===== src/rtl/mpsp_pkg.sv =====
// Shared types and constants of the MPEG program stream packetizer.
`timescale 1ns / 1ps
`default_nettype none

package mpsp_pkg;

    // header geometry
    localparam int HDR_BYTES = 64;
    localparam int HDR_IDX_W = $clog2(HDR_BYTES);
    localparam logic [HDR_IDX_W-1:0] HDR_LAST = HDR_IDX_W'(HDR_BYTES - 1);

    // configuration register indexes
    typedef enum logic [1:0] {
        CFG_RATE  = 2'd0,
        CFG_STUFF = 2'd1,
        CFG_CRC   = 2'd2
    } t_cfg_reg;

    // input word kinds (carried in tuser)
    localparam logic OP_START   = 1'b0;
    localparam logic OP_PAYLOAD = 1'b1;

    // field widths
    localparam int RATE_W = 18;
    localparam int MUX_W  = 22;
    localparam int SCR_W  = 33;
    localparam int LEN_W  = 16;
    localparam int REM_W  = 17;

    // SCR/PTS scale: 90 kHz ticks per millisecond
    localparam logic [6:0] SCR_MUL = 7'd90;

    // mux rate = ceil(rate * 1024 / 50); the divide by 50 is a reciprocal multiply,
    // exact for numerators below 2^28
    localparam int           MUX_NUM_W  = RATE_W + 10;
    localparam logic [MUX_NUM_W-1:0] MUX_ROUND = MUX_NUM_W'(49);
    localparam int           MUX_RECIP_W = 29;
    localparam logic [MUX_RECIP_W-1:0] MUX_RECIP = 29'd343597384;
    localparam int           MUX_SHIFT  = 34;

    // PES length field counts the 14 header bytes after it
    localparam logic [LEN_W-1:0] PES_LEN_ADJ = 16'd14;

    // fixed header bytes
    localparam logic [7:0] START_PREFIX = 8'h01;
    localparam logic [7:0] PACK_ID      = 8'hBA;
    localparam logic [7:0] MAP_ID       = 8'hBC;
    localparam logic [7:0] VIDEO_ID     = 8'hE0;
    localparam logic [7:0] AUDIO_ID     = 8'hC0;
    localparam logic [7:0] PES_FLAGS1   = 8'h8C;
    localparam logic [7:0] PES_FLAGS2   = 8'h80;
    localparam logic [7:0] PES_HDR_LEN  = 8'h0B;
    localparam logic [7:0] STUFF_LEN    = 8'hFE;
    localparam logic [7:0] FILL_FF      = 8'hFF;
    localparam logic [7:0] PES_TAIL     = 8'hF8;
    localparam logic [7:0] MARKER_ONE   = 8'h01;
    localparam logic [7:0] MAP_LEN_LO   = 8'h12;
    localparam logic [7:0] MAP_VER      = 8'hE6;
    localparam logic [7:0] MAP_INFO_LO  = 8'h08;
    localparam logic [7:0] MAP_ES_H264  = 8'h1B;
    localparam logic [7:0] MAP_ES_AAC   = 8'h0F;

    // per-frame header context, latched from a start word
    typedef struct packed {
        logic [SCR_W-1:0] t;
        logic [LEN_W-1:0] plen;
        logic             audio;
    } t_hdr_ctx;

    // register-derived header fields
    typedef struct packed {
        logic [MUX_W-1:0] mux;
        logic [31:0]      stuff;
        logic [31:0]      crc;
    } t_hdr_cfg;

endpackage

`default_nettype wire


===== src/rtl/mpsp_hdr_gen.sv =====
// Header byte selector: returns packet header byte number i_idx.
`timescale 1ns / 1ps
`default_nettype none

module mpsp_hdr_gen (
    input  wire [mpsp_pkg::HDR_IDX_W-1:0] i_idx,
    input  wire mpsp_pkg::t_hdr_ctx       i_ctx,
    input  wire mpsp_pkg::t_hdr_cfg       i_cfg,
    output logic [7:0]                    o_byte
);

    logic [32:0] t;
    assign t = i_ctx.t;

    always_comb begin
        case (i_idx)
            // pack header
            6'd2:  o_byte = mpsp_pkg::START_PREFIX;
            6'd3:  o_byte = mpsp_pkg::PACK_ID;
            6'd4:  o_byte = {2'b01, t[32:30], 1'b1, t[29:28]};
            6'd5:  o_byte = t[27:20];
            6'd6:  o_byte = {t[19:15], 1'b1, t[14:13]};
            6'd7:  o_byte = t[12:5];
            6'd8:  o_byte = {t[4:0], 3'b100};
            6'd9:  o_byte = mpsp_pkg::MARKER_ONE;
            6'd10: o_byte = i_cfg.mux[21:14];
            6'd11: o_byte = i_cfg.mux[13:6];
            6'd12: o_byte = {i_cfg.mux[5:0], 2'b11};
            6'd13: o_byte = mpsp_pkg::STUFF_LEN;
            6'd14: o_byte = mpsp_pkg::FILL_FF;
            6'd15: o_byte = mpsp_pkg::FILL_FF;
            6'd16: o_byte = i_cfg.stuff[31:24];
            6'd17: o_byte = i_cfg.stuff[23:16];
            6'd18: o_byte = i_cfg.stuff[15:8];
            6'd19: o_byte = i_cfg.stuff[7:0];
            // stream map
            6'd22: o_byte = mpsp_pkg::START_PREFIX;
            6'd23: o_byte = mpsp_pkg::MAP_ID;
            6'd25: o_byte = mpsp_pkg::MAP_LEN_LO;
            6'd26: o_byte = mpsp_pkg::MAP_VER;
            6'd27: o_byte = mpsp_pkg::FILL_FF;
            6'd31: o_byte = mpsp_pkg::MAP_INFO_LO;
            6'd32: o_byte = mpsp_pkg::MAP_ES_H264;
            6'd33: o_byte = mpsp_pkg::VIDEO_ID;
            6'd36: o_byte = mpsp_pkg::MAP_ES_AAC;
            6'd37: o_byte = mpsp_pkg::AUDIO_ID;
            6'd40: o_byte = i_cfg.crc[31:24];
            6'd41: o_byte = i_cfg.crc[23:16];
            6'd42: o_byte = i_cfg.crc[15:8];
            6'd43: o_byte = i_cfg.crc[7:0];
            // PES header
            6'd46: o_byte = mpsp_pkg::START_PREFIX;
            6'd47: o_byte = i_ctx.audio ? mpsp_pkg::AUDIO_ID : mpsp_pkg::VIDEO_ID;
            6'd48: o_byte = i_ctx.plen[15:8];
            6'd49: o_byte = i_ctx.plen[7:0];
            6'd50: o_byte = mpsp_pkg::PES_FLAGS1;
            6'd51: o_byte = mpsp_pkg::PES_FLAGS2;
            6'd52: o_byte = mpsp_pkg::PES_HDR_LEN;
            6'd53: o_byte = {4'b0010, t[32:30], 1'b1};
            6'd54: o_byte = t[29:22];
            6'd55: o_byte = {t[21:15], 1'b1};
            6'd56: o_byte = t[14:7];
            6'd57: o_byte = {t[6:0], 1'b1};
            6'd58: o_byte = mpsp_pkg::FILL_FF;
            6'd59: o_byte = mpsp_pkg::FILL_FF;
            6'd60: o_byte = mpsp_pkg::FILL_FF;
            6'd61: o_byte = mpsp_pkg::FILL_FF;
            6'd62: o_byte = mpsp_pkg::FILL_FF;
            6'd63: o_byte = mpsp_pkg::PES_TAIL;
            default: o_byte = 8'h00;
        endcase
    end

endmodule

`default_nettype wire


===== src/rtl/mpeg_program_stream_packetizer.sv =====
// Top level of the MPEG-2 program stream packetizer.
`timescale 1ns / 1ps
`default_nettype none

// Wraps one media frame into a program stream packet. A start word (tuser = 0)
// opens a frame and produces the 64-byte header (pack header, stream map, PES
// header) as 64 output words, one per cycle while the output is not stalled,
// tlast on the 64th; a following start word is taken on the cycle of the
// previous header's last byte. Payload words (tuser = 1) pass through at one
// word per cycle while the output is not stalled, held in the input register
// and then the output register; a payload word waits behind a header that
// is still being sent. The frame's final byte carries tuser[0] (end of frame);
// a zero-length frame marks the last header byte instead. A payload word that
// arrives with nothing outstanding is dropped and answered by a single zero
// word with tuser[1] (error) set. Config writes are accepted every cycle; the
// mux rate derived from register 0 is registered from the stored rate, so write
// configuration only while the stream is idle. A start word that arrives
// before the previous frame is complete abandons it.
module mpeg_program_stream_packetizer (
    input  wire         i_clk,
    input  wire         i_rst_n,
    // input stream
    input  wire         s_axis_tvalid,
    output logic        s_axis_tready,
    input  wire  [63:0] s_axis_tdata,  // [15:0] frame_length, [47:16] timestamp_ms,
                                       // [48] is_audio, [56:49] payload_byte, [63:57] 0
    input  wire  [0:0]  s_axis_tuser,  // [0] op
    // output stream
    output logic        m_axis_tvalid,
    input  wire         m_axis_tready,
    output logic [7:0]  m_axis_tdata,  // [7:0] out_byte
    output logic        m_axis_tlast,  // last_of_run
    output logic [1:0]  m_axis_tuser,  // [0] end_of_frame, [1] error
    // configuration write channel
    input  wire         i_cfg_valid,
    output logic        o_cfg_ready,
    input  wire  [1:0]  i_cfg_index,
    input  wire  [31:0] i_cfg_data
);

    localparam int IW = mpsp_pkg::HDR_IDX_W;

    // configuration registers
    logic [mpsp_pkg::RATE_W-1:0] r_rate;
    logic [31:0]                 r_stuff;
    logic [31:0]                 r_crc;
    logic [mpsp_pkg::MUX_W-1:0]  r_mux, n_mux;

    // input register
    logic                        r_a_valid;
    logic                        r_a_op;
    logic [mpsp_pkg::LEN_W-1:0]  r_a_len;
    logic [31:0]                 r_a_ms;
    logic                        r_a_audio;
    logic [7:0]                  r_a_byte;

    // header sequencer
    logic                        r_busy, n_busy;
    logic [IW-1:0]               r_idx, n_idx;
    mpsp_pkg::t_hdr_ctx          r_ctx, n_ctx;
    logic                        r_ctx_len0;
    logic [mpsp_pkg::REM_W-1:0]  r_rem, n_rem;

    // output register
    logic                        r_o_valid, n_o_valid;
    logic [7:0]                  r_o_byte, n_o_byte;
    logic                        r_o_last, n_o_last;
    logic                        r_o_eof, n_o_eof;
    logic                        r_o_err, n_o_err;

    logic                        s_fire;
    logic                        gen_ready;
    logic                        hdr_fire;
    logic                        hdr_done;
    logic                        ctx_load;
    logic                        pay_fire;
    logic [7:0]                  hdr_byte;
    mpsp_pkg::t_hdr_cfg          hdr_cfg;

    logic [mpsp_pkg::MUX_NUM_W-1:0] mux_num;
    logic [56:0]                    mux_prod;
    logic [38:0]                    t_full;

    // ---------------- configuration ----------------
    assign o_cfg_ready = 1'b1;

    always_ff @(posedge i_clk) begin
        if (!i_rst_n) begin
            r_rate  <= '0;
            r_stuff <= '0;
            r_crc   <= '0;
            r_mux   <= '0;
        end else begin
            r_mux <= n_mux;
            if (i_cfg_valid) begin
                case (mpsp_pkg::t_cfg_reg'(i_cfg_index))
                    mpsp_pkg::CFG_RATE:  r_rate  <= i_cfg_data[mpsp_pkg::RATE_W-1:0];
                    mpsp_pkg::CFG_STUFF: r_stuff <= i_cfg_data;
                    mpsp_pkg::CFG_CRC:   r_crc   <= i_cfg_data;
                    default: ;
                endcase
            end
        end
    end

    // ceil(rate*1024/50) via reciprocal multiply, registered
    assign mux_num  = {r_rate, 10'd0} + mpsp_pkg::MUX_ROUND;
    assign mux_prod = {29'd0, mux_num} * {28'd0, mpsp_pkg::MUX_RECIP};
    assign n_mux    = mux_prod[mpsp_pkg::MUX_SHIFT +: mpsp_pkg::MUX_W];

    assign hdr_cfg.mux   = r_mux;
    assign hdr_cfg.stuff = r_stuff;
    assign hdr_cfg.crc   = r_crc;

    // ---------------- handshakes ----------------
    assign gen_ready = !r_o_valid || m_axis_tready;
    assign hdr_fire  = r_busy && gen_ready;
    assign hdr_done  = hdr_fire && (r_idx == mpsp_pkg::HDR_LAST);
    // a start word loads the context when no header is in progress, or on the cycle the previous header finishes
    assign ctx_load  = r_a_valid && (r_a_op == mpsp_pkg::OP_START) && (!r_busy || hdr_done);
    assign pay_fire  = r_a_valid && (r_a_op == mpsp_pkg::OP_PAYLOAD) && !r_busy && gen_ready;
    assign s_axis_tready = !r_a_valid || ctx_load || pay_fire;
    assign s_fire        = s_axis_tvalid && s_axis_tready;

    always_ff @(posedge i_clk) begin
        if (!i_rst_n) begin
            r_a_valid <= 1'b0;
        end else if (s_axis_tready) begin
            r_a_valid <= s_axis_tvalid;
        end
    end

    always_ff @(posedge i_clk) begin
        if (s_fire) begin
            r_a_op    <= s_axis_tuser[0];
            r_a_len   <= s_axis_tdata[15:0];
            r_a_ms    <= s_axis_tdata[47:16];
            r_a_audio <= s_axis_tdata[48];
            r_a_byte  <= s_axis_tdata[56:49];
        end
    end

    // ---------------- header context ----------------
    assign t_full = {7'd0, r_a_ms} * {32'd0, mpsp_pkg::SCR_MUL};

    always_comb begin
        n_ctx.t     = t_full[mpsp_pkg::SCR_W-1:0];
        n_ctx.plen  = r_a_len + mpsp_pkg::PES_LEN_ADJ;
        n_ctx.audio = r_a_audio;
    end

    always_ff @(posedge i_clk) begin
        if (ctx_load) begin
            r_ctx      <= n_ctx;
            r_ctx_len0 <= (r_a_len == '0);
        end
    end

    mpsp_hdr_gen u_hdr_gen (
        .i_idx  (r_idx),
        .i_ctx  (r_ctx),
        .i_cfg  (hdr_cfg),
        .o_byte (hdr_byte)
    );

    // ---------------- sequencer and result ----------------
    always_comb begin
        n_busy    = r_busy;
        n_idx     = r_idx;
        n_rem     = r_rem;
        n_o_valid = gen_ready ? 1'b0 : r_o_valid;
        n_o_byte  = r_o_byte;
        n_o_last  = r_o_last;
        n_o_eof   = r_o_eof;
        n_o_err   = r_o_err;

        if (hdr_fire) begin
            n_o_valid = 1'b1;
            n_o_byte  = hdr_byte;
            n_o_last  = (r_idx == mpsp_pkg::HDR_LAST);
            n_o_eof   = (r_idx == mpsp_pkg::HDR_LAST) && r_ctx_len0;
            n_o_err   = 1'b0;
            n_idx     = r_idx + IW'(1);
            if (r_idx == mpsp_pkg::HDR_LAST) begin
                n_busy = 1'b0;
            end
        end

        if (pay_fire) begin
            n_o_valid = 1'b1;
            n_o_last  = 1'b1;
            if (r_rem == '0) begin
                // stray byte: dropped, flagged
                n_o_byte = 8'h00;
                n_o_eof  = 1'b0;
                n_o_err  = 1'b1;
            end else begin
                n_o_byte = r_a_byte;
                n_o_eof  = (r_rem == mpsp_pkg::REM_W'(1));
                n_o_err  = 1'b0;
                n_rem    = r_rem - mpsp_pkg::REM_W'(1);
            end
        end

        if (ctx_load) begin
            n_busy = 1'b1;
            n_idx  = '0;
            n_rem  = {1'b0, r_a_len};
        end
    end

    always_ff @(posedge i_clk) begin
        if (!i_rst_n) begin
            r_busy    <= 1'b0;
            r_idx     <= '0;
            r_rem     <= '0;
            r_o_valid <= 1'b0;
        end else begin
            r_busy    <= n_busy;
            r_idx     <= n_idx;
            r_rem     <= n_rem;
            r_o_valid <= n_o_valid;
        end
    end

    always_ff @(posedge i_clk) begin
        r_o_byte <= n_o_byte;
        r_o_last <= n_o_last;
        r_o_eof  <= n_o_eof;
        r_o_err  <= n_o_err;
    end

    assign m_axis_tvalid   = r_o_valid;
    assign m_axis_tdata    = r_o_byte;
    assign m_axis_tlast    = r_o_last;
    assign m_axis_tuser[0] = r_o_eof;
    assign m_axis_tuser[1] = r_o_err;

`ifndef NO_ASSERTIONS
    // loading a frame always restarts the header from its first byte
    a_ctx_restart: assert property (@(posedge i_clk) disable iff (!i_rst_n)
        ctx_load |=> (r_busy && r_idx == '0))
        else $error("header sequencer did not restart on frame start");

    // payload words never overtake a header in progress
    a_pay_order: assert property (@(posedge i_clk) disable iff (!i_rst_n)
        pay_fire |-> (!r_busy && !hdr_fire))
        else $error("payload word emitted during header");

    // a passed payload byte consumes exactly one count
    a_rem_step: assert property (@(posedge i_clk) disable iff (!i_rst_n)
        (pay_fire && r_rem != '0 && !ctx_load) |=>
            (r_rem == $past(r_rem) - mpsp_pkg::REM_W'(1)))
        else $error("remaining count not decremented");
`endif

endmodule

`default_nettype wire

===== config.mk =====
export PLATFORM = sky130hd
export DESIGN_NAME = mpeg_program_stream_packetizer
export DESIGN_NICKNAME = d
export VERILOG_FILES = /design/src/rtl/mpsp_pkg.sv /design/src/rtl/mpsp_hdr_gen.sv /design/src/rtl/mpeg_program_stream_packetizer.sv
export SDC_FILE = /design/constraint.sdc
export NUM_CORES = 1
export LEC_CHECK = 0
export ABC_CLOCK_PERIOD_IN_PS = 19400
export CORE_MARGIN = 4
export CORE_UTILIZATION = 50
export DETAILED_ROUTE_END_ITERATION = 7
export DONT_BUFFER_PORTS = 1
export PLACE_DENSITY = 0.66
export SLEW_MARGIN = 10
export SYNTH_ARGS = -nofsm -noshare
export SYNTH_HDL_FRONTEND = slang
export SYNTH_SLANG_ARGS = --single-unit

===== constraint.sdc =====
create_clock -name i_clk -period 19.4 [get_ports i_clk]
set_input_delay 1.94 -clock i_clk [delete_from_list [all_inputs] [get_ports i_clk]]
set_output_delay 1.94 -clock i_clk [all_outputs]
set_load 0.01 [all_outputs]

=== Yosys cells after proc, flatten, opt, wreduce, memory -nomap -nowiden ===
Cells that the tools add are included.

* Register bits after elaboration: 249
* Bits of input ports: 104
* Output and inout port bits: 14
* Logic and storage cells: 139

* $add $sub $neg: 4
* Multipliers: 2
* Equality and inequality tests: 54
* Muxes and demuxes: 20
* Bitwise logic cells: 3
* Reductions and logical operators: 33

{| class="wikitable"
|+ Operators with widths
! operator !! count
|-
| 8-bit one-hot mux with 40 select lines || 1
|-
| 6-bit == test (second input constant) || 26
|-
| 6-bit by 5-bit == test with 1-bit output (second input constant) || 10
|-
| 28-bit by 26-bit multiplier with 53-bit output (second input constant) || 1
|-
| 6-bit by 4-bit == test with 1-bit output (second input constant) || 8
|-
| 16-bit 2-to-1 mux || 3
|-
| 32-bit by 6-bit multiplier with 32-bit output (second input constant) || 1
|-
| 28-bit by 6-bit adder with 28-bit output (second input constant) || 1
|-
| 6-bit by 3-bit == test with 1-bit output (second input constant) || 4
|-
| 8-bit 2-to-1 mux || 3
|-
| 17-bit by 1-bit == test with 1-bit output (second input constant) || 1
|-
| 17-bit logical NOT || 1
|-
| 17-bit by 1-bit subtractor with 17-bit output (second input constant) || 1
|-
| 16-bit by 4-bit adder with 16-bit output (second input constant) || 1
|-
| 16-bit logical NOT || 1
|-
| 6-bit by 2-bit == test with 1-bit output (second input constant) || 2
|-
| 1-bit 2-to-1 mux || 12
|-
| 2-bit AND reduction || 6
|-
| 1-bit logical AND || 9
|-
| 2-bit nonzero test || 4
|-
| 8-bit OR reduction || 1
|-
| 6-bit by 1-bit adder with 6-bit output (second input constant) || 1
|-
| 6-bit 2-to-1 mux || 1
|-
| 1-bit logical OR || 4
|-
| 9 further kinds || 13
|}

=== Longest topological paths before layout ===
Gate-level depths: netlist (run 1).

* Word-level depth: 9
* Gate-level depth with buffers: 24
* Mapped depth without buffers: 23

=== Hierarchy ===
Synthesis (run 1) repeated with hierarchy kept, for this count alone.

* Cells, all modules: 2381
* Area, all modules: 22582.9 um^2

{| class="wikitable"
|+ By module, submodules not included
! module !! times used !! cells each !! area an instance (um^2) !! sequential area each (um^2)
|-
| mpeg_program_stream_packetizer || 1 || 2063 || 20520.9 || 6165.9
|-
| mpsp_hdr_gen || 1 || 318 || 2062.0 || 0.0
|}

=== Least setup slack after synthesis (run 1) ===
Ideal clock, no wire load.

* Path type: input -> register
* From: in m_axis_tready
* To: reg r_a_audio (enable)
* Setup time: 508 ps
* Arrival time: 5831 ps
* Data required time: 18892 ps
* Setup slack: 13060 ps
* Stages on the path: 6
* Buffers on the path: 2
* Path through: nor2b_1 > o21ai_1 > nand2b_1 > clkbuf_1 > clkbuf_1 > a31oi_1

* Longest elaborated chain between the ends: 8
* Elaborated cells between the ends (all ways): 9
* Those cells by class: 9 x reduce/logical

{| class="wikitable"
|+ RTL lines
! what !! RTL line !! source
|-
| start, declared || mpeg_program_stream_packetizer.sv:30 || <nowiki>input wire m_axis_tready,</nowiki>
|-
| 1-bit logical OR (*) || mpeg_program_stream_packetizer.sv:116 || <nowiki>assign gen_ready = !r_o_valid || m_axis_tready;</nowiki>
|-
| 1-bit logical AND || mpeg_program_stream_packetizer.sv:117 || <nowiki>assign hdr_fire = r_busy && gen_ready;</nowiki>
|-
| 1-bit logical AND || mpeg_program_stream_packetizer.sv:118 || <nowiki>assign hdr_done = hdr_fire && (r_idx == mpsp_pkg::HDR_LAST);</nowiki>
|-
| 1-bit logical OR || mpeg_program_stream_packetizer.sv:120 || <nowiki>assign ctx_load = r_a_valid && (r_a_op == mpsp_pkg::OP_START) && (!r_busy || hdr_done);</nowiki>
|-
| 1-bit logical AND || mpeg_program_stream_packetizer.sv:120 ||
|-
| 1-bit logical OR || mpeg_program_stream_packetizer.sv:122 || <nowiki>assign s_axis_tready = !r_a_valid || ctx_load || pay_fire;</nowiki>
|-
| 1-bit logical OR (*) || mpeg_program_stream_packetizer.sv:122 ||
|-
| 1-bit logical AND (*) || mpeg_program_stream_packetizer.sv:123 || <nowiki>assign s_fire = s_axis_tvalid && s_axis_tready;</nowiki>
|-
| named net s_fire || mpeg_program_stream_packetizer.sv:71 || <nowiki>logic s_fire;</nowiki>
|-
| end signal, assigned || mpeg_program_stream_packetizer.sv:138 || <nowiki>r_a_audio <= s_axis_tdata[48];</nowiki>
|-
| end, declared || mpeg_program_stream_packetizer.sv:54 || <nowiki>logic r_a_audio;</nowiki>
|}

The timed path passes the listed nets; every way through them passes the cells marked *.
A chain may end at the register's enable or synchronous reset.

=== Worst setup path after layout (run 1) ===
* From: reg r_rate[0] in the netlist's numbering
* To: reg r_mux[14] in the netlist's numbering

* Longest elaborated chain between the ends: 2

{| class="wikitable"
|+ RTL lines
! what !! RTL line !! source
|-
| start, declared || mpeg_program_stream_packetizer.sv:44 || <nowiki>logic [mpsp_pkg::RATE_W-1:0] r_rate;</nowiki>
|-
| start signal, assigned || mpeg_program_stream_packetizer.sv:97 || <nowiki>mpsp_pkg::CFG_RATE: r_rate <= i_cfg_data[mpsp_pkg::RATE_W-1:0];</nowiki>
|-
| 28-bit by 6-bit adder with 28-bit output || mpeg_program_stream_packetizer.sv:107 || <nowiki>assign mux_num = {r_rate, 10'd0} + mpsp_pkg::MUX_ROUND;</nowiki>
|-
| 28-bit by 26-bit multiplier with 53-bit output || mpeg_program_stream_packetizer.sv:108 || <nowiki>assign mux_prod = {29'd0, mux_num} * {28'd0, mpsp_pkg::MUX_RECIP};</nowiki>
|-
| end signal, assigned || mpeg_program_stream_packetizer.sv:94 || <nowiki>r_mux <= n_mux;</nowiki>
|-
| end, declared || mpeg_program_stream_packetizer.sv:47 || <nowiki>logic [mpsp_pkg::MUX_W-1:0] r_mux, n_mux;</nowiki>
|}

No other way between the ends.

==> results of run 1 <==
==> worst paths after layout <==
kind | cells past startpoint | to | slack, ps | from
hold reg to reg | 0 | r_ctx[0]$_DFFE_PP_ | 430 | r_a_audio$_DFFE_PP_
setup reg to reg | 23 | r_mux[14]$_SDFF_PN0_ | 12300 | r_rate[0]$_SDFFE_PN0P_
hold / removal | 0 | r_ctx[0]$_DFFE_PP_ | 430 | r_a_audio$_DFFE_PP_
setup / recovery | 23 | r_mux[14]$_SDFF_PN0_ | 12300 | r_rate[0]$_SDFFE_PN0P_
==> metrics by stage <==
stage	total power, mW	setup WS (ps)	utilization (%)	instances	hold WS (ps)
5_1_grt	2.013	11980	53.70	2840	441.8
3_3_place_gp	1.397	12300	51.92	2794	409.7
4_1_cts	1.882	12270	53.70	2840	431.7
6_report	1.869	12300	53.71	2841	427.6
3_5_place_dp	1.413	12300	51.92	2794	417.2
2_1_floorplan	1.234	13060	-	2270	400.3
==> cell families after synthesis <==
| group | count (synthesis) |
|---|---|
| compound gates | 403 |
| flops | 249 |
| mux | 4 |
| other cells | 1 |
| buf+inv | 499 |
| simple gates | 518 |
| fa+ha+maj | 509 |
| xor+xnor | 87 |
==> cell type report <==
type                       instances  area (sq um)
sequential                       249          6166
tap                              585         732.0
antenna                            1         2.502
clock buffer                      36         690.7
timing repair buffer              12         90.09
fill                            3868         19940
clock inverter                    10         78.83
multi-input combinational       1522         13780
inverter                         426          1600
==> cell usage in the layout, fill, tap and decap left out, types with 9 or more instances in the layout <==
cell type	count
sky130_fd_sc_hd__a21o_1	21
sky130_fd_sc_hd__a21oi_1	167
sky130_fd_sc_hd__a221oi_1	19
sky130_fd_sc_hd__a22o_1	17
sky130_fd_sc_hd__a22oi_1	41
sky130_fd_sc_hd__a31oi_1	11
sky130_fd_sc_hd__and3_1	31
sky130_fd_sc_hd__buf_4	12
sky130_fd_sc_hd__clkbuf_16	25
sky130_fd_sc_hd__dfxtp_1	131
sky130_fd_sc_hd__edfxtp_1	118
sky130_fd_sc_hd__fa_1	211
sky130_fd_sc_hd__ha_1	298
sky130_fd_sc_hd__inv_1	423
sky130_fd_sc_hd__nand2_1	249
sky130_fd_sc_hd__nand3_1	29
sky130_fd_sc_hd__nand4_1	23
sky130_fd_sc_hd__nor2_1	94
sky130_fd_sc_hd__nor2b_1	15
sky130_fd_sc_hd__nor3_1	24
sky130_fd_sc_hd__o21ai_0	39
sky130_fd_sc_hd__o21ai_1	9
sky130_fd_sc_hd__xnor2_1	64
sky130_fd_sc_hd__xor2_1	23
==> report_power, final <==
group	leakage [nW]	switching (mW)	internal [mW]
Clock	0.369	0.212	0.251
Sequential	2.18	0.0502	0.626
Combinational	8.36	0.427	0.304
Total	10.9	0.689	1.18
==> flip-flops by register name (all words and copies together), names as in the netlist <==
register,count
r_a_audio,1
r_o_eof,1
r_o_err,1
r_ctx,49
r_ctx_len0,1
m_axis_tdata,8
m_axis_tvalid,1
r_idx,6
r_a_byte,8
r_rem,17
r_crc,32
r_a_ms,32
m_axis_tlast,1
r_a_op,1
r_a_valid,1
r_busy,1
r_a_len,16
r_mux,22
r_stuff,32
r_rate,18
==> per-layer routing <==
layer  vias to the layer above  GRT usage, %
met4                         0         3.731
li1                       7518             -
met2                       524         39.43
met3                        75         4.440
met1                      7929         36.60
met5                         -             0
==> metrics.log, run 1 <==
[metrics] sequence of cells on the critical path: inv_1 > fa_1 > inv_1 > ha_1 > inv_1 > fa_1 > inv_1 > fa_1 > fa_1 > fa_1 > inv_1 > fa_1 > inv_1 > ha_1 > a21oi_1 > o21ai_0 > a21oi_1 > a2111oi_0 > or2_1 > a31o_2 > a41oi_2 > xor2_1 > nor2_1
[metrics] root buffer selected by CTS: sky130_fd_sc_hd__clkbuf_16
[metrics] count of final setup violators: 0
[metrics] Chip Width: approximately 220 um
[metrics] Synth top cells by count: sky130_fd_sc_hd__inv_1 (423), sky130_fd_sc_hd__ha_1 (298), sky130_fd_sc_hd__nand2_1 (249)
[metrics] unrepaired setup endpoints after global routing: false
[metrics] dominant cell type by area after synthesis: sky130_fd_sc_hd__fa_1
[metrics] Max H-tree Level: 1
[metrics] starting utilization of the core area: between 50% and 60%
[metrics] placed inst area: ~22000 sq um
[metrics] Resized cells post-CTS: 0
[metrics] static leakage: 10.91 nW
[metrics] Crit path largest cell delay: slightly below 800 ps
[metrics] critical path class: reg -> reg
[metrics] CTS tree: done
[metrics] number of antenna violations at the first check in global routing: 0
[metrics] Setup TNS Final: 0 ps
[metrics] Routed met3 length: roughly 4.7 mm
[metrics] number of buffers added for setup after CTS: 0
[metrics] standard cell core area: about 43000 sq um
[metrics] worst setup skew after layout: 17.19 ps
[metrics] num ports: about 120
[metrics] first-pass iteration count of the detailed router: 6
[metrics] Max rail drop VDD: 0.07597 mV
[metrics] share of synthesized area spent on multiplexers: less than 1%
[metrics] antenna-violating nets left: 0
[metrics] Final HPWL DP: roughly 47 mm
[metrics] Nets: ~2800
[metrics] total number of yosys warnings: 0
[metrics] wirelength, routed: just under 60 mm
[metrics] most frequent cell after synthesis: sky130_fd_sc_hd__inv_1
[metrics] WP data required: just under 20000 ps
[metrics] number of placement rows: between 70 and 80
[metrics] family with the most delay on the worst path: adder cells
[metrics] maximum clock rate: roughly 140 MHz
[metrics] type of element launching the critical path: flip-flop
[metrics] placer's final routability congestion estimate: 0.9760
[metrics] Initial DRC Count: roughly 1300
[metrics] Clk pin slew, worst setup/hold paths: 60 ps
[metrics] Post-Synthesis Cell Area: between 20000 and 25000 sq um
[metrics] Clock Sink Count: between 200 and 250
[metrics] sequential cell area fraction in the yosys report: between 20% and 30%
[metrics] area enclosed by the die boundary: between 40000 and 50000 sq um
[metrics] mean area per synthesized cell: about 9.6 sq um
[metrics] async set-or-reset flop fraction in the synthesized netlist: 0%
[metrics] Critical Path Sink Type: flip-flop
[metrics] flip-flop and latch count after synthesis: roughly 250
[metrics] post-synthesis share of cell area spent on xor and xnor gates: 3.493%
[metrics] met1 wire length: between 20 and 30 mm
[metrics] syn nets: between 2000 and 3000
[metrics] DRC errors left: 0
[metrics] overall die height: around 220 um
[metrics] portion of synthesized cell area occupied by the leading cell type: a little under 20%
[metrics] total CTS buffers: 25
[metrics] worst hold path type: reg -> reg
[metrics] ratio of cells with drive above 1 in the final layout: 3.548%
[metrics] wire length of the first global-routing pass: roughly 90 mm
[metrics] number of buffers on the longest clock path: 3
[metrics] tightest slew margin relative to the limit: between 30% and 40%
[metrics] largest family of logic cells by synthesized area: adder cells
[metrics] Synth Area in Compound Gates: approximately 12%
[metrics] simple-gate portion of the synthesized area: 10.82%
[metrics] final clock period utilization by the worst path: 36.61%
[metrics] result of the run: completed
[metrics] Port Buffers: 0
[metrics] distinct cell type count after synthesis: 79
[metrics] number of global-route vias before repair: between 15000 and 20000
[metrics] transition time of the tightest slew-check pin: 1012 ps
[metrics] adder-cell share of the synthesized area: between 30% and 40%
[metrics] GRT Resource Usage Total: around a quarter
[metrics] Crit path arrival time: ~7500 ps
[metrics] sum of buffers and inverters on the critical path: 6
[metrics] slowest cell on the critical path: sky130_fd_sc_hd__dfxtp_1
[metrics] Max Used Layer: met4
[metrics] routed vias/inst: 5.648
[metrics] final number of max-transition violations: 0
[metrics] reported max-cap violation count: 0
[metrics] largest net degree at the start of global routing: 92
[metrics] number of synthesized flops with an enable pin: 118
[metrics] Synth Flop Type: sky130_fd_sc_hd__dfxtp_1
[metrics] cell area after layout: ~23000 sq um
[metrics] time the final worst path needs with I/O delays and setup: around 7000 ps
[metrics] Avg WL per Cell: about 20 um
[metrics] power density over the cells: 80.79 nW/um^2
[metrics] count of final hold-check violations: 0
[metrics] hold buffer count at cts: 0
[metrics] maximum fanout along the worst path: 12
[metrics] area growth from synthesis to final layout: 6.051%
[metrics] DR vias: roughly 16000
[metrics] cells taking the most area after synthesis: sky130_fd_sc_hd__fa_1 (19%), sky130_fd_sc_hd__ha_1 (17%), sky130_fd_sc_hd__edfxtp_1 (16%)
[metrics] total met2 wirelength after detailed routing: around 26 mm
[metrics] insertion delay of the later-clocked pin in the worst-skew pair: ~560 ps
[metrics] total overflow reported by the global router: 0
[metrics] gate count after technology mapping: about 2300
(Power assumes the default switching activity.)
==> run 2, diff against run 1 <==
--- a/config.mk
+++ b/config.mk
@@ -5,12 +5,12 @@
 export SDC_FILE = /design/constraint.sdc
 export NUM_CORES = 1
 export LEC_CHECK = 0
-export ABC_CLOCK_PERIOD_IN_PS = 19400
+export ABC_CLOCK_PERIOD_IN_PS = 6200
 export CORE_MARGIN = 4
 export CORE_UTILIZATION = 50
 export DETAILED_ROUTE_END_ITERATION = 7
 export DONT_BUFFER_PORTS = 1
-export PLACE_DENSITY = 0.66
+export PLACE_DENSITY = 0.69
 export SLEW_MARGIN = 10
 export SYNTH_ARGS = -nofsm -noshare
 export SYNTH_HDL_FRONTEND = slang
==> constraint.sdc (replaced) <==
create_clock -name i_clk -period 6.2 [get_ports i_clk]
set_input_delay 0.62 -clock i_clk [delete_from_list [all_inputs] [get_ports i_clk]]
set_output_delay 0.62 -clock i_clk [all_outputs]
set_load 0.01 [all_outputs]
==> run 2 against run 1 <==
Net effect: sequential share of layout area down 0.65 points; register-to-register slack worse by 12000 ps; worst hold slack worse by 270 ps; clock skew up 1.4 ps; cell count up 1.9%; critical path depth unchanged; wire length up 0.62%; clock power rose to 3.3 times the previous value; worst setup slack worse by 12000 ps; largest cell class unchanged.
==> metrics.log, run 2 (synthesized netlist as in run 1, its figures left out) <==
[metrics] result of the run: completed (unchanged)
[metrics] Nets: 2903 (was 2849)
[metrics] worst hold path type: in -> reg (was reg -> reg)
[metrics] max reg flops: 49 (unchanged)
[metrics] time the final worst path needs with I/O delays and setup: 6013 ps (was 7102 ps)
[metrics] starting utilization of the core area: 50.64% (unchanged)
[metrics] number of global-route vias before repair: 16450 (was 16220)
[metrics] leading cell type in the layout, fill and taps excluded: sky130_fd_sc_hd__inv_1 (unchanged)
[metrics] overall die height: 216.9 um (unchanged)
[metrics] Setup TNS Final: 0 ps (unchanged)
[metrics] Initial DRC Count: 1225 (was 1344)
[metrics] final critical-path setup slack: 186.8 ps (was 12300 ps)
[metrics] reported max-cap violation count: 0 (unchanged)
[metrics] first-pass iteration count of the detailed router: 8 (was 6)
[metrics] met2 usage in global routing: 38.23% (was 39.43%)
[metrics] sum of buffers and inverters on the critical path: 6 (unchanged)
[metrics] total power: 6.051 mW (was 1.869 mW)
[metrics] GRT Resource Usage Total: 24.70% (was 24.81%)
[metrics] number of antenna violations at the first check in global routing: 1 (was 0)
[metrics] Port Buffers: 0 (unchanged)
[metrics] antenna-violating nets left: 0 (unchanged)
[metrics] root buffer selected by CTS: sky130_fd_sc_hd__clkbuf_16 (unchanged)
[metrics] Clk pin slew, worst setup/hold paths: 70 ps (was 60 ps)
[metrics] sequence of cells on the critical path: buf_4 > ha_1 > ha_1 > inv_1 > fa_1 > fa_1 > inv_1 > fa_1 > fa_1 > inv_1 > fa_1 > inv_1 > ha_4 > nand4_1 > o221ai_2 > a21oi_1 > buf_4 > a2111oi_2 > or2_4 > a21oi_2 > o41ai_2 > xnor2_1 > nor2_1 (was inv_1 > fa_1 > inv_1 > ha_1 > inv_1 > fa_1 > inv_1 > fa_1 > fa_1 > fa_1 > inv_1 > fa_1 > inv_1 > ha_1 > a21oi_1 > o21ai_0 > a21oi_1 > a2111oi_0 > or2_1 > a31o_2 > a41oi_2 > xor2_1 > nor2_1)
[metrics] transition time of the tightest slew-check pin: 1127 ps (was 1012 ps)
[metrics] total CTS buffers: 25 (unchanged)
[metrics] Critical Path Sink Type: flip-flop (unchanged)
[metrics] tightest slew margin relative to the limit: 24.27% (was 32.04%)
[metrics] Chip Width: 216.9 um (unchanged)
[metrics] critical path class: reg -> reg (unchanged)
[metrics] Clock Sink Count: 249 (unchanged)
[metrics] Biggest register: r_ctx (unchanged)
[metrics] WP data required: 6610 ps (was 19810 ps)
[metrics] type of element launching the critical path: flip-flop (unchanged)
[metrics] placer's final routability congestion estimate: 0.9721 (was 0.9760)
[metrics] slowest cell on the critical path: sky130_fd_sc_hd__fa_1 (was sky130_fd_sc_hd__dfxtp_1)
[metrics] area growth from synthesis to final layout: 8.810% (was 6.051%)
[metrics] insertion delay of the later-clocked pin in the worst-skew pair: 560 ps (about the same)
[metrics] count of final hold-check violations: 0 (unchanged)
[metrics] Max rail drop VDD: 0.2313 mV (was 0.07597 mV)
[metrics] count of final setup violators: 0 (unchanged)
[metrics] Final HPWL DP: 47.90 mm (was 47.14 mm)
[metrics] wirelength, routed: 58.58 mm (was 58.22 mm)
[metrics] busiest layer in global routing: met2 (unchanged)
[metrics] family with the most delay on the worst path: adder cells (unchanged)
[metrics] number of buffers on the longest clock path: 3 (unchanged)
[metrics] standard cell core area: 43080 sq um (unchanged)
[metrics] highest-count cells in the layout ignoring fill and taps: sky130_fd_sc_hd__inv_1 (422), sky130_fd_sc_hd__ha_1 (292), sky130_fd_sc_hd__nand2_1 (248), sky130_fd_sc_hd__fa_1 (211), sky130_fd_sc_hd__a21oi_1 (164) (was sky130_fd_sc_hd__inv_1 (423), sky130_fd_sc_hd__ha_1 (298), sky130_fd_sc_hd__nand2_1 (249), sky130_fd_sc_hd__fa_1 (211), sky130_fd_sc_hd__a21oi_1 (167))
[metrics] Crit path arrival time: 6420 ps (was 7510 ps)
[metrics] core utilization of the finished layout: 55.11% (was 53.71%)
[metrics] maximum clock rate: 166.3 MHz (was 140.8 MHz)
[metrics] worst setup skew after layout: 18.57 ps (was 17.19 ps)
[metrics] Avg WL per Cell: 20.24 um (was 20.49 um)
[metrics] Crit path largest cell delay: 550 ps (was 770 ps)
[metrics] Max H-tree Level: 1 (unchanged)
[metrics] worst setup timing slack at the placement stage: -21.25 ps (was 12300 ps)
[metrics] power density over the cells: 254.9 nW/um^2 (was 80.79 nW/um^2)
[metrics] wire length of the first global-routing pass: 91.47 mm (was 91.74 mm)
[metrics] largest net degree at the start of global routing: 104 (was 92)
[metrics] met1 usage: 35.13% (was 36.60%)
[metrics] DRC errors left: 0 (unchanged)
[metrics] hold buffer count at cts: 0 (unchanged)
[metrics] static leakage: 11.22 nW (was 10.91 nW)
[metrics] number of placement rows: 76 (unchanged)
[metrics] num ports: 118 (unchanged)
[metrics] DR vias: 16230 (was 16050)
[metrics] final number of max-transition violations: 0 (unchanged)
[metrics] final clock period utilization by the worst path: 96.99% (was 36.61%)
[metrics] area enclosed by the die boundary: 47040 sq um (unchanged)
[metrics] total overflow reported by the global router: 0 (unchanged)
[metrics] global-route met3 utilization: 6.702% (was 4.440%)
[metrics] Diodes inserted: 0 (was 1)
[metrics] most frequent CP cell: sky130_fd_sc_hd__fa_1
[metrics] CTS tree: done (unchanged)
[metrics] routed vias/inst: 5.606 (was 5.648)
[metrics] maximum fanout along the worst path: 5 (was 12)
[metrics] ratio of cells with drive above 1 in the final layout: 6.843% (was 3.548%)
-- run 2: power by group --
group	total, mW	switching [mW]	leakage, nW	internal [mW]
sequential	2.11	0.147	2.18	1.96
combinational	2.41	1.39	8.64	1.02
clock	1.53	0.666	0.406	0.869
total	6.05	2.21	11.2	3.85
-- run 2: repair_timing --
item	4_1_cts	5_1_grt
setup buffers	0	0
gates cloned	0	0
resized for setup	1	26
pin swaps	0	11
endpoints found under the setup margin	2	17
-- run 2: layout make-up --
class | instances | area, sq um
Timing Repair Buffer | 66 | 508.0
Inverter | 426 | 1600
Multi-Input combinational cell | 1522 | 13900
Tap cell | 585 | 732.0
Clock buffer | 32 | 681.9
Sequential cell | 249 | 6171
Fill cell | 3781 | 19340
Clock inverter | 14 | 142.6
-- run 2: final timing paths --
kind	startpoint	to	slack, ps	depth (start not counted)
worst max-delay path	r_rate[4]$_SDFFE_PN0P_	r_mux[20]$_SDFF_PN0_	190	23
worst min-delay path	s_axis_tdata[4]	r_a_len[4]$_DFFE_PP_	160	0
worst max register to register	r_rate[4]$_SDFFE_PN0P_	r_mux[20]$_SDFF_PN0_	190	23
worst min register to register	r_a_audio$_DFFE_PP_	r_ctx[0]$_DFFE_PP_	420	0
-- run 2: per-layer routing --
metal  routed length, um  vias up
met5                  20        -
met4                1438        2
met3                5515       97
met2               25950      587
met1               25660     7916
li1                    -     7623
-- run 2: per-stage QoR --
| step | hold WS, ps | area, sq um | instances |
|---|---|---|---|
| CTS | 130.9 | 23610 | 2894 |
| floorplan | 400.3 | 21820 | 2270 |
| global route | 128.7 | 23740 | 2894 |
| detailed placement | 415.6 | 22780 | 2848 |
| finish | 155.7 | 23740 | 2894 |
| global placement | 409.0 | 22780 | 2848 |
